**src/design/lbachs_pkg.sv**
```systemverilog
package lbachs_pkg;

	localparam int LbaW    = 32;
	localparam int CountW  = 7;
	localparam int GeomW   = 8;
	localparam int BytesW  = 13;
	localparam int OffW    = 18;
	localparam int CylW    = 16;
	localparam int StatusW = 3;
	localparam int CfgIdxW = 2;

	localparam logic [StatusW-1:0] ST_CHS    = 3'd0;
	localparam logic [StatusW-1:0] ST_NATIVE = 3'd1;
	localparam logic [StatusW-1:0] ST_EMPTY  = 3'd2;
	localparam logic [StatusW-1:0] ST_SPAN   = 3'd3;
	localparam logic [StatusW-1:0] ST_GEOM   = 3'd4;

	localparam logic [CfgIdxW-1:0] CFG_LBA_NATIVE   = 2'd0;
	localparam logic [CfgIdxW-1:0] CFG_SECTORS      = 2'd1;
	localparam logic [CfgIdxW-1:0] CFG_HEADS        = 2'd2;
	localparam logic [CfgIdxW-1:0] CFG_SECTOR_BYTES = 2'd3;

	typedef struct packed {
		logic              command;
		logic [LbaW-1:0]   start_lba;
		logic [CountW-1:0] sector_count;
	} req_t;

	typedef struct packed {
		logic [StatusW-1:0] status;
		logic               direction;
		logic [LbaW-1:0]    current_lba;
		logic [CountW-1:0]  run_count;
		logic [CylW-1:0]    cylinder;
		logic [GeomW-1:0]   head;
		logic [GeomW-1:0]   sector;
		logic [OffW-1:0]    buffer_offset;
		logic               cylinder_wrapped;
		logic               last;
	} res_t;

	typedef struct packed {
		logic load_req;
		logic start_sect;
		logic start_head;
		logic take_geom;
		logic emit_chs;
		logic emit_special;
	} ctrl_cmd_t;

	typedef struct packed {
		logic special;
		logic div_done;
		logic slot_free;
		logic last_sector;
	} dp_stat_t;

endpackage

```
**src/design/lbachs_div.sv**
```systemverilog
module lbachs_div
	import lbachs_pkg::*;
(
	input  logic             clk,
	input  logic             arst_n,
	input  logic             start,
	input  logic [LbaW-1:0]  dividend,
	input  logic [GeomW-1:0] divisor,
	output logic             done,
	output logic [LbaW-1:0]  quotient,
	output logic [GeomW-1:0] remainder
);

	localparam int CntW = $clog2(LbaW + 1);

	logic [CntW-1:0]  cnt_q;
	logic             done_q;
	logic [LbaW-1:0]  quo_q;
	logic [GeomW-1:0] rem_q;
	logic [GeomW-1:0] dvs_q;
	logic [GeomW:0]   trial;
	logic             fits;
	logic             busy;

	assign busy  = cnt_q != '0;
	assign trial = {rem_q, quo_q[LbaW-1]};
	assign fits  = trial >= {1'b0, dvs_q};

	always_ff @(posedge clk or negedge arst_n) begin
		if (!arst_n) begin
			cnt_q  <= '0;
			done_q <= 1'b0;
		end else begin
			done_q <= busy && (cnt_q == CntW'(1));
			if (start)
				cnt_q <= CntW'(LbaW);
			else if (busy)
				cnt_q <= cnt_q - CntW'(1);
		end
	end

	// restoring division, one quotient bit a cycle
	always_ff @(posedge clk) begin
		if (start) begin
			quo_q <= dividend;
			rem_q <= '0;
			dvs_q <= divisor;
		end else if (busy) begin
			quo_q <= {quo_q[LbaW-2:0], fits};
			rem_q <= fits ? GeomW'(trial - {1'b0, dvs_q}) : trial[GeomW-1:0];
		end
	end

	assign done      = done_q;
	assign quotient  = quo_q;
	assign remainder = rem_q;

	a_start_busy: assert property (@(posedge clk) disable iff (!arst_n)
		start |=> cnt_q == CntW'(LbaW))
		else $error("divider did not start");

	a_done_after_busy: assert property (@(posedge clk) disable iff (!arst_n)
		done |-> $past(busy) && !busy)
		else $error("divider done without a finished run");

endmodule

```
**src/design/lbachs_dp.sv**
```systemverilog
module lbachs_dp
	import lbachs_pkg::*;
#(
	parameter int MAX_RUN = 64
)
(
	input  logic               clk,
	input  logic               arst_n,
	input  logic               cfg_we,
	input  logic [CfgIdxW-1:0] cfg_index,
	input  logic [BytesW-1:0]  cfg_data,
	input  req_t               req_item,
	output res_t               res_item,
	output logic               res_valid,
	input  logic               res_ready,
	input  ctrl_cmd_t          cmd,
	output dp_stat_t           stat
);

	localparam logic [CountW-1:0] MaxRun = CountW'(MAX_RUN);

	logic              native_q;
	logic [GeomW-1:0]  spt_q;
	logic [GeomW-1:0]  heads_q;
	logic [BytesW-1:0] bytes_q;

	logic               dir_q;
	logic [LbaW-1:0]    lba_q;
	logic [CountW-1:0]  cnt_q;
	logic [CountW-1:0]  left_q;
	logic [StatusW-1:0] code_q;
	logic [GeomW-1:0]   sect_q;
	logic [GeomW-1:0]   head_q;
	logic [LbaW-1:0]    cyl_q;
	logic [OffW-1:0]    off_q;
	logic               res_valid_q;
	res_t               res_q;

	logic [CountW-1:0]  cnt_sat;
	logic [LbaW:0]      span_end;
	logic               span_bad;
	logic [StatusW-1:0] code_in;

	logic             div_start;
	logic [LbaW-1:0]  div_dividend;
	logic [GeomW-1:0] div_divisor;
	logic             div_done;
	logic [LbaW-1:0]  div_quo;
	logic [GeomW-1:0] div_rem;

	logic             sect_wrap;
	logic             head_wrap;

	always_ff @(posedge clk or negedge arst_n) begin
		if (!arst_n) begin
			native_q <= 1'b0;
			spt_q    <= GeomW'(8);
			heads_q  <= GeomW'(2);
			bytes_q  <= BytesW'(1024);
		end else if (cfg_we) begin
			case (cfg_index)
				CFG_LBA_NATIVE:   native_q <= cfg_data[0];
				CFG_SECTORS:      spt_q    <= cfg_data[GeomW-1:0];
				CFG_HEADS:        heads_q  <= cfg_data[GeomW-1:0];
				CFG_SECTOR_BYTES: bytes_q  <= cfg_data;
				default:          ;
			endcase
		end
	end

	assign cnt_sat  = (req_item.sector_count > MaxRun) ? MaxRun : req_item.sector_count;
	assign span_end = {1'b0, req_item.start_lba} + (LbaW+1)'(cnt_sat) - (LbaW+1)'(1);
	assign span_bad = (cnt_sat != '0) && span_end[LbaW];

	always_comb begin
		if (span_bad)
			code_in = ST_SPAN;
		else if (native_q)
			code_in = ST_NATIVE;
		else if (spt_q == '0 || heads_q == '0)
			code_in = ST_GEOM;
		else if (cnt_sat == '0)
			code_in = ST_EMPTY;
		else
			code_in = ST_CHS;
	end

	assign div_start    = cmd.start_sect || cmd.start_head;
	assign div_dividend = cmd.start_sect ? req_item.start_lba : div_quo;
	assign div_divisor  = cmd.start_sect ? spt_q : heads_q;

	lbachs_div u_div (
		.clk       (clk),
		.arst_n    (arst_n),
		.start     (div_start),
		.dividend  (div_dividend),
		.divisor   (div_divisor),
		.done      (div_done),
		.quotient  (div_quo),
		.remainder (div_rem)
	);

	assign sect_wrap = sect_q == spt_q;
	assign head_wrap = ({1'b0, head_q} + (GeomW+1)'(1)) == {1'b0, heads_q};

	always_ff @(posedge clk) begin
		if (cmd.load_req) begin
			dir_q  <= req_item.command;
			lba_q  <= req_item.start_lba;
			cnt_q  <= cnt_sat;
			left_q <= cnt_sat;
			code_q <= code_in;
			off_q  <= '0;
		end
		if (cmd.start_head)
			sect_q <= div_rem + GeomW'(1);
		if (cmd.take_geom) begin
			head_q <= div_rem;
			cyl_q  <= div_quo;
		end
		if (cmd.emit_chs) begin
			lba_q  <= lba_q + LbaW'(1);
			left_q <= left_q - CountW'(1);
			off_q  <= off_q + OffW'(bytes_q);
			if (sect_wrap) begin
				sect_q <= GeomW'(1);
				if (head_wrap) begin
					head_q <= '0;
					cyl_q  <= cyl_q + LbaW'(1);
				end else begin
					head_q <= head_q + GeomW'(1);
				end
			end else begin
				sect_q <= sect_q + GeomW'(1);
			end
		end
	end

	always_ff @(posedge clk) begin
		if (cmd.emit_chs) begin
			res_q.status           <= ST_CHS;
			res_q.direction        <= dir_q;
			res_q.current_lba      <= lba_q;
			res_q.run_count        <= '0;
			res_q.cylinder         <= cyl_q[CylW-1:0];
			res_q.head             <= head_q;
			res_q.sector           <= sect_q;
			res_q.buffer_offset    <= off_q;
			res_q.cylinder_wrapped <= |cyl_q[LbaW-1:CylW];
			res_q.last             <= left_q == CountW'(1);
		end else if (cmd.emit_special) begin
			res_q.status           <= code_q;
			res_q.direction        <= dir_q;
			res_q.current_lba      <= lba_q;
			res_q.run_count        <= (code_q == ST_NATIVE) ? cnt_q : '0;
			res_q.cylinder         <= '0;
			res_q.head             <= '0;
			res_q.sector           <= '0;
			res_q.buffer_offset    <= '0;
			res_q.cylinder_wrapped <= 1'b0;
			res_q.last             <= 1'b1;
		end
	end

	always_ff @(posedge clk or negedge arst_n) begin
		if (!arst_n)
			res_valid_q <= 1'b0;
		else if (cmd.emit_chs || cmd.emit_special)
			res_valid_q <= 1'b1;
		else if (res_ready)
			res_valid_q <= 1'b0;
	end

	assign res_item         = res_q;
	assign res_valid        = res_valid_q;
	assign stat.special     = code_in != ST_CHS;
	assign stat.div_done    = div_done;
	assign stat.slot_free   = !res_valid_q || res_ready;
	assign stat.last_sector = left_q == CountW'(1);

	a_emit_slot: assert property (@(posedge clk) disable iff (!arst_n)
		(cmd.emit_chs || cmd.emit_special) |-> (!res_valid_q || res_ready))
		else $error("result item overwritten before taken");

	a_emit_left: assert property (@(posedge clk) disable iff (!arst_n)
		cmd.emit_chs |-> left_q != '0)
		else $error("sector emitted past end of run");

endmodule

```
**src/design/lbachs_ctrl.sv**
```systemverilog
module lbachs_ctrl
	import lbachs_pkg::*;
(
	input  logic      clk,
	input  logic      arst_n,
	input  logic      req_valid,
	output logic      req_ready,
	input  dp_stat_t  stat,
	output ctrl_cmd_t cmd
);

	typedef enum logic [4:0] {
		S_IDLE     = 5'b00001,
		S_SPECIAL  = 5'b00010,
		S_DIV_SECT = 5'b00100,
		S_DIV_HEAD = 5'b01000,
		S_EMIT     = 5'b10000
	} state_t;

	state_t state_q;
	state_t state_d;

	always_comb begin
		cmd       = '0;
		state_d   = state_q;
		req_ready = state_q == S_IDLE;
		case (state_q)
			S_IDLE: begin
				if (req_valid) begin
					cmd.load_req = 1'b1;
					if (stat.special) begin
						state_d = S_SPECIAL;
					end else begin
						cmd.start_sect = 1'b1;
						state_d        = S_DIV_SECT;
					end
				end
			end
			S_SPECIAL: begin
				if (stat.slot_free) begin
					cmd.emit_special = 1'b1;
					state_d          = S_IDLE;
				end
			end
			S_DIV_SECT: begin
				if (stat.div_done) begin
					cmd.start_head = 1'b1;
					state_d        = S_DIV_HEAD;
				end
			end
			S_DIV_HEAD: begin
				if (stat.div_done) begin
					cmd.take_geom = 1'b1;
					state_d       = S_EMIT;
				end
			end
			S_EMIT: begin
				if (stat.slot_free) begin
					cmd.emit_chs = 1'b1;
					if (stat.last_sector)
						state_d = S_IDLE;
				end
			end
			default: state_d = S_IDLE;
		endcase
	end

	always_ff @(posedge clk or negedge arst_n) begin
		if (!arst_n)
			state_q <= S_IDLE;
		else
			state_q <= state_d;
	end

	a_accept_busy: assert property (@(posedge clk) disable iff (!arst_n)
		(req_valid && req_ready) |=> state_q != S_IDLE)
		else $error("item accepted but controller stayed idle");

endmodule

```
**src/design/lba_to_chs_sector_run.sv**
```systemverilog
// Converts a block request (direction, start LBA, sector count) into one
// cylinder/head/sector address per sector, with the buffer offset of each,
// or forwards it whole in LBA-native mode. Rejected, empty and forwarded
// requests give a single result, written to the output register once the
// output slot is free. A converted request runs two divisions on one
// shared bit-serial divider (LBA by sectors per track, then track by
// heads), and then emits one sector address per cycle while the consumer
// keeps up. A new item is taken once the last result of the previous one
// sits in the output register.
module lba_to_chs_sector_run
	import lbachs_pkg::*;
#(
	parameter int MAX_RUN = 64
)
(
	input  logic               clk,
	input  logic               arst_n,
	input  logic               cfg_we,
	input  logic [CfgIdxW-1:0] cfg_index,
	input  logic [BytesW-1:0]  cfg_data,
	input  logic               req_valid,
	output logic               req_ready,
	input  req_t               req_item,
	output logic               res_valid,
	input  logic               res_ready,
	output res_t               res_item
);

	ctrl_cmd_t cmd;
	dp_stat_t  stat;

	lbachs_ctrl u_ctrl (
		.clk       (clk),
		.arst_n    (arst_n),
		.req_valid (req_valid),
		.req_ready (req_ready),
		.stat      (stat),
		.cmd       (cmd)
	);

	lbachs_dp #(
		.MAX_RUN (MAX_RUN)
	) u_dp (
		.clk       (clk),
		.arst_n    (arst_n),
		.cfg_we    (cfg_we),
		.cfg_index (cfg_index),
		.cfg_data  (cfg_data),
		.req_item  (req_item),
		.res_item  (res_item),
		.res_valid (res_valid),
		.res_ready (res_ready),
		.cmd       (cmd),
		.stat      (stat)
	);

endmodule
```
**config.mk**
```make
export PLATFORM = sky130hd
export DESIGN_NAME = lba_to_chs_sector_run
export DESIGN_NICKNAME = d
export VERILOG_FILES = /design/src/design/lbachs_pkg.sv /design/src/design/lbachs_div.sv /design/src/design/lbachs_dp.sv /design/src/design/lbachs_ctrl.sv /design/src/design/lba_to_chs_sector_run.sv
export SDC_FILE = /design/constraint.sdc
export NUM_CORES = 1
export LEC_CHECK = 0
export ABC_AREA = 1
export BUFFER_PORTS_ARGS = -buffer_cell sky130_fd_sc_hd__buf_4
export CORE_MARGIN = 5
export CORE_UTILIZATION = 25
export CTS_BUF_LIST = sky130_fd_sc_hd__clkbuf_16
export DETAILED_ROUTE_END_ITERATION = 10
export SYNTH_ARGS = -nofsm -noshare
export SYNTH_HDL_FRONTEND = slang
export SYNTH_SLANG_ARGS = --single-unit
```
**constraint.sdc**
```tcl
create_clock -name clk -period 7.3 [get_ports clk]
set_clock_uncertainty 0.2 [all_clocks]
set_input_delay 1.46 -clock clk [delete_from_list [all_inputs] [get_ports clk]]
set_output_delay 1.46 -clock clk [all_outputs]
set_load 0.03 [all_outputs]
```
==> results_dict.tcl <==
set metrics [dict create \
    synth_edf_count 201 \
    synthArstFlopShare_pct 14.2 \
    ys_types 63 \
    h-tree-depth 2 \
    switchingPower_uw 2020 \
    run_status "completed" \
    syn_inst 1812 \
    comb_power_share_pct 25.7 \
    cp-end-kind "flip-flop" \
    via_count 12800 \
    worst_slew_pin_slew_ns 1.12 \
    fp.dieArea_mm2 0.0698 \
    max_stage_delay_ns 0.96 \
    clk_path_buf_depth 3 \
    ant_nets 0 \
    final_nets 2088 \
    seq_area_frac_synth_pct 51.3 \
    wl_um 44900 \
    ys_seq_elements 302 \
    cts.sinks 302 \
    coreArea_mm2 0.0642 \
    synth_adder_area_share_pct 5.36 \
    ys.flop_type "edfxtp_1" \
    clock_power_share_pct 29.9 \
    timing.final.crit_period_ns 5.11 \
    synth_top_family_by_area "simple AND/OR/NAND/NOR gates" \
    arrival_ns 5.32 \
    port_buffers 156 \
    ff_latch_area_mm2 0.00828 \
    crit_slowest_cell "nand2_2" \
    slew_headroom_pct 25.2 \
    multi_input_area_mm2 0.00651 \
    peakVddDrop_uv 172 \
    finalSetupTns_ns 0 \
    pwr-share-seq_pct 44.4 \
    grt_max_degree 90 \
    numCtsBuffers 36 \
    setup_viol 0 \
    drtIter0Drc 722 \
    synthMuxAreaShare_pct 0.473 \
    whs_ns 0.274 \
    die_h_um 264 \
    path_cells "buf_4 -> nor2_1 -> nand3_1 -> nand2_1 -> nand2_1 -> ha_1 -> inv_1 -> ha_1 -> a21oi_1 -> nor2_1 -> a211oi_1 -> nand2_1 -> nand2_1 -> nand2_1 -> nand2_1 -> nand3_1 -> nand3_1 -> nand4_2 -> nand2_2 -> nand2_1 -> nand2_1" \
    syn_area_mm2 0.0162 \
    switching_share_pct 34.6 \
    syn_area_per_cell_um2 8.91 \
    gr-total-overflow 0 \
    boundaryPins 157 \
    rsz0062_at_grt "false" \
    hold_viol_final 0 \
    grtUsageTotal_pct 12.5 \
    fin_crit_sh_pct 70.0 \
    path_common_cell "nand2_1" \
    crit_path_start_kind "primary input" \
    num_rows 93 \
    hold_path_class "flip-flop to flip-flop" \
    fmax_mhz 196 \
    dp_hpwl_um 33100 \
    postCtsSetupBuffers 0 \
    layout-drive-gt1-share_pct 15.1 \
    synth_nets 1940 \
    power.internal_uw 3820 \
    insertion_delay_ns 0.54 \
    yosysWarningCount 0 \
    cap_violations 0 \
    wl_per_cell_um 15.8 \
    drc 0 \
    clkSlewWorstSetupHoldPaths_ns 0.06 \
    cp_max_fo 50 \
    path_class "primary input to flip-flop" \
    synth_compound_area_share_pct 10.1 \
    drtPass1Iterations 5 \
    synth_xor_xnor_area_share_pct 3.58 \
    area_growth_pct 19.8 \
    yosys.area_share.simple_pct 20.8 \
    grt_antenna_before_repair 2 \
    holdBufCountCts 0 \
    finalMaxSlewViolations 0 \
    final_common_cell "nand2_1" \
    initial_core_util_pct 25.1 \
    cts_resized 0 \
    powerDensity_mw_per_mm2 301 \
    gp_congestion 0.851 \
    grt_first_pass_wirelength_um 71100 \
    fill_cells 6775 \
    grt_pass1_vias 13000 \
    leakagePower_uw 0.00853 \
    cp_data_required_time_ns 7.50 \
    dieWidth_um 264 \
    viasPerCell 4.50 \
    root_buffer "clkbuf_16" \
    final_cell_mix "368 x nand2_1, 290 x inv_1, 201 x edfxtp_1" \
    cts_tree "done" \
]
-- Yosys cell counts (4+ instances only) --
cell type | count | area share (%)
nand2_1 | 369 | 8.6
a31oi_1 | 11 | 0.43
o211ai_1 | 18 | 0.84
o32ai_1 | 5 | 0.27
inv_2 | 9 | 0.21
a21oi_1 | 66 | 2.0
nor3_1 | 28 | 0.87
mux2_2 | 5 | 0.35
inv_1 | 282 | 6.6
nand3_2 | 8 | 0.50
o21ai_1 | 7 | 0.22
nor2_2 | 7 | 0.27
clkbuf_1 | 38 | 0.88
dfxtp_1 | 58 | 7.2
xnor2_1 | 9 | 0.49
a32o_1 | 8 | 0.50
nand4_1 | 18 | 0.70
nor4_1 | 17 | 0.66
edfxtp_1 | 201 | 37
nor2_1 | 167 | 3.9
buf_2 | 9 | 0.28
nand4_2 | 5 | 0.39
buf_4 | 6 | 0.28
o31ai_1 | 5 | 0.23
nand3_1 | 74 | 2.3
nand2_2 | 6 | 0.23
nor2_4 | 6 | 0.42
o21ai_0 | 140 | 4.3
o22ai_1 | 8 | 0.31
dfrtp_1 | 39 | 6.0
ha_1 | 66 | 5.1
or2_2 | 5 | 0.19
dfstp_2 | 4 | 0.65
xor2_1 | 57 | 3.1
-- worst paths after layout --
check,from,endpoint,slack [ns],cells after the start
min in group asynchronous,arst_n,u_dp.bytes_q[12]$_DFFE_PN0P_,0.74,1
max,req_item[4],u_dp.u_div.quotient[28]$_DFFE_PP_,2.19,21
max in group asynchronous,arst_n,u_dp.u_div.cnt_q[2]$_DFFE_PN0P_,5.75,1
min,u_dp.cyl_q[0]$_DFF_P_,u_dp.cyl_q[0]$_DFF_P_,0.27,1
min reg2reg,u_dp.cyl_q[0]$_DFF_P_,u_dp.cyl_q[0]$_DFF_P_,0.27,1
max reg2reg,u_ctrl.state_q[3]$_DFFE_PN0P_,u_dp.u_div.quotient[28]$_DFFE_PP_,3.45,10
-- routing by layer --
layer / part of all wire, % / wire length (µm) / global-route usage [%] / vias to the layer above
met1: 46 / 20600 / 16.7 / 6113
met5: 0.031 / 14 / 0 / -
li1: - / - / - / 6330
met2: 46 / 20700 / 20.7 / 293
met4: 3.0 / 1340 / 3.90 / 2
met3: 4.8 / 2150 / 2.14 / 74
-- state kept, by name (all words and copies together) (netlist names), 3 cells and up --
name,count
u_dp.off_q,18
u_dp.cnt_q,7
u_dp.u_div.remainder,8
u_dp.code_q,3
u_dp.cyl_q,32
u_dp.spt_q,8
u_dp.sect_q,8
u_ctrl.state_q,5
u_dp.u_div.quotient,32
u_dp.u_div.dvs_q,8
u_dp.res_item,95
u_dp.u_div.cnt_q,6
u_dp.head_q,8
u_dp.left_q,7
u_dp.bytes_q,13
u_dp.lba_q,32
u_dp.heads_q,8
-- power groups by stage --
stage | clock, µW | sequential, µW | combinational, µW
4_1_cts | 1810 | 2590 | 1510
3_5_place_dp | 0 | 2620 | 1500
3_3_place_gp | 0 | 2620 | 1470
2_1_floorplan | 0 | 2650 | 914
6_report | 1750 | 2590 | 1500
5_1_grt | 1860 | 2620 | 1690
-- area by class of cell --
type	count	area share, %
multi-input combinational	1160	33.7
clock inverter	27	0.795
timing repair buffer	168	6.52
tap	855	5.53
antenna	1	0.0129
clock buffer	39	5.04
inverter	292	5.68
sequential	302	42.8
-- stage by stage --
step	instances	utilization, %	worst slack (ns)	total power [µW]	area [µm²]
after floorplan	1812	-	2.51	3560	16200
after global placement	2777	28.4	1.65	4080	18200
after detailed placement	2777	28.4	1.60	4120	18200
after CTS	2843	30.1	2.16	5910	19400
after global routing	2843	30.1	1.61	6180	19400
final	2844	30.1	2.19	5830	19400
-- critical path, delay by kind of cell --
family / cells / cell delay [ns]
AND/OR/NAND/NOR: 15 / 2.87
adder cells (fa/ha/maj): 2 / 0.49
AO/OA/AOI/OAI: 2 / 0.30
buffers and inverters: 2 / 0.15
-- logic make-up after synthesis --
| group | count (synthesis) |
|---|---|
| adders and majority gates | 68 |
| AOI/OAI and AO/OA | 285 |
| buffers and inverters | 350 |
| muxes | 7 |
| DFF | 302 |
| xor gates and xnor gates | 66 |
| and+or+nand+nor | 734 |
Power figures use the tool's default switching activity.
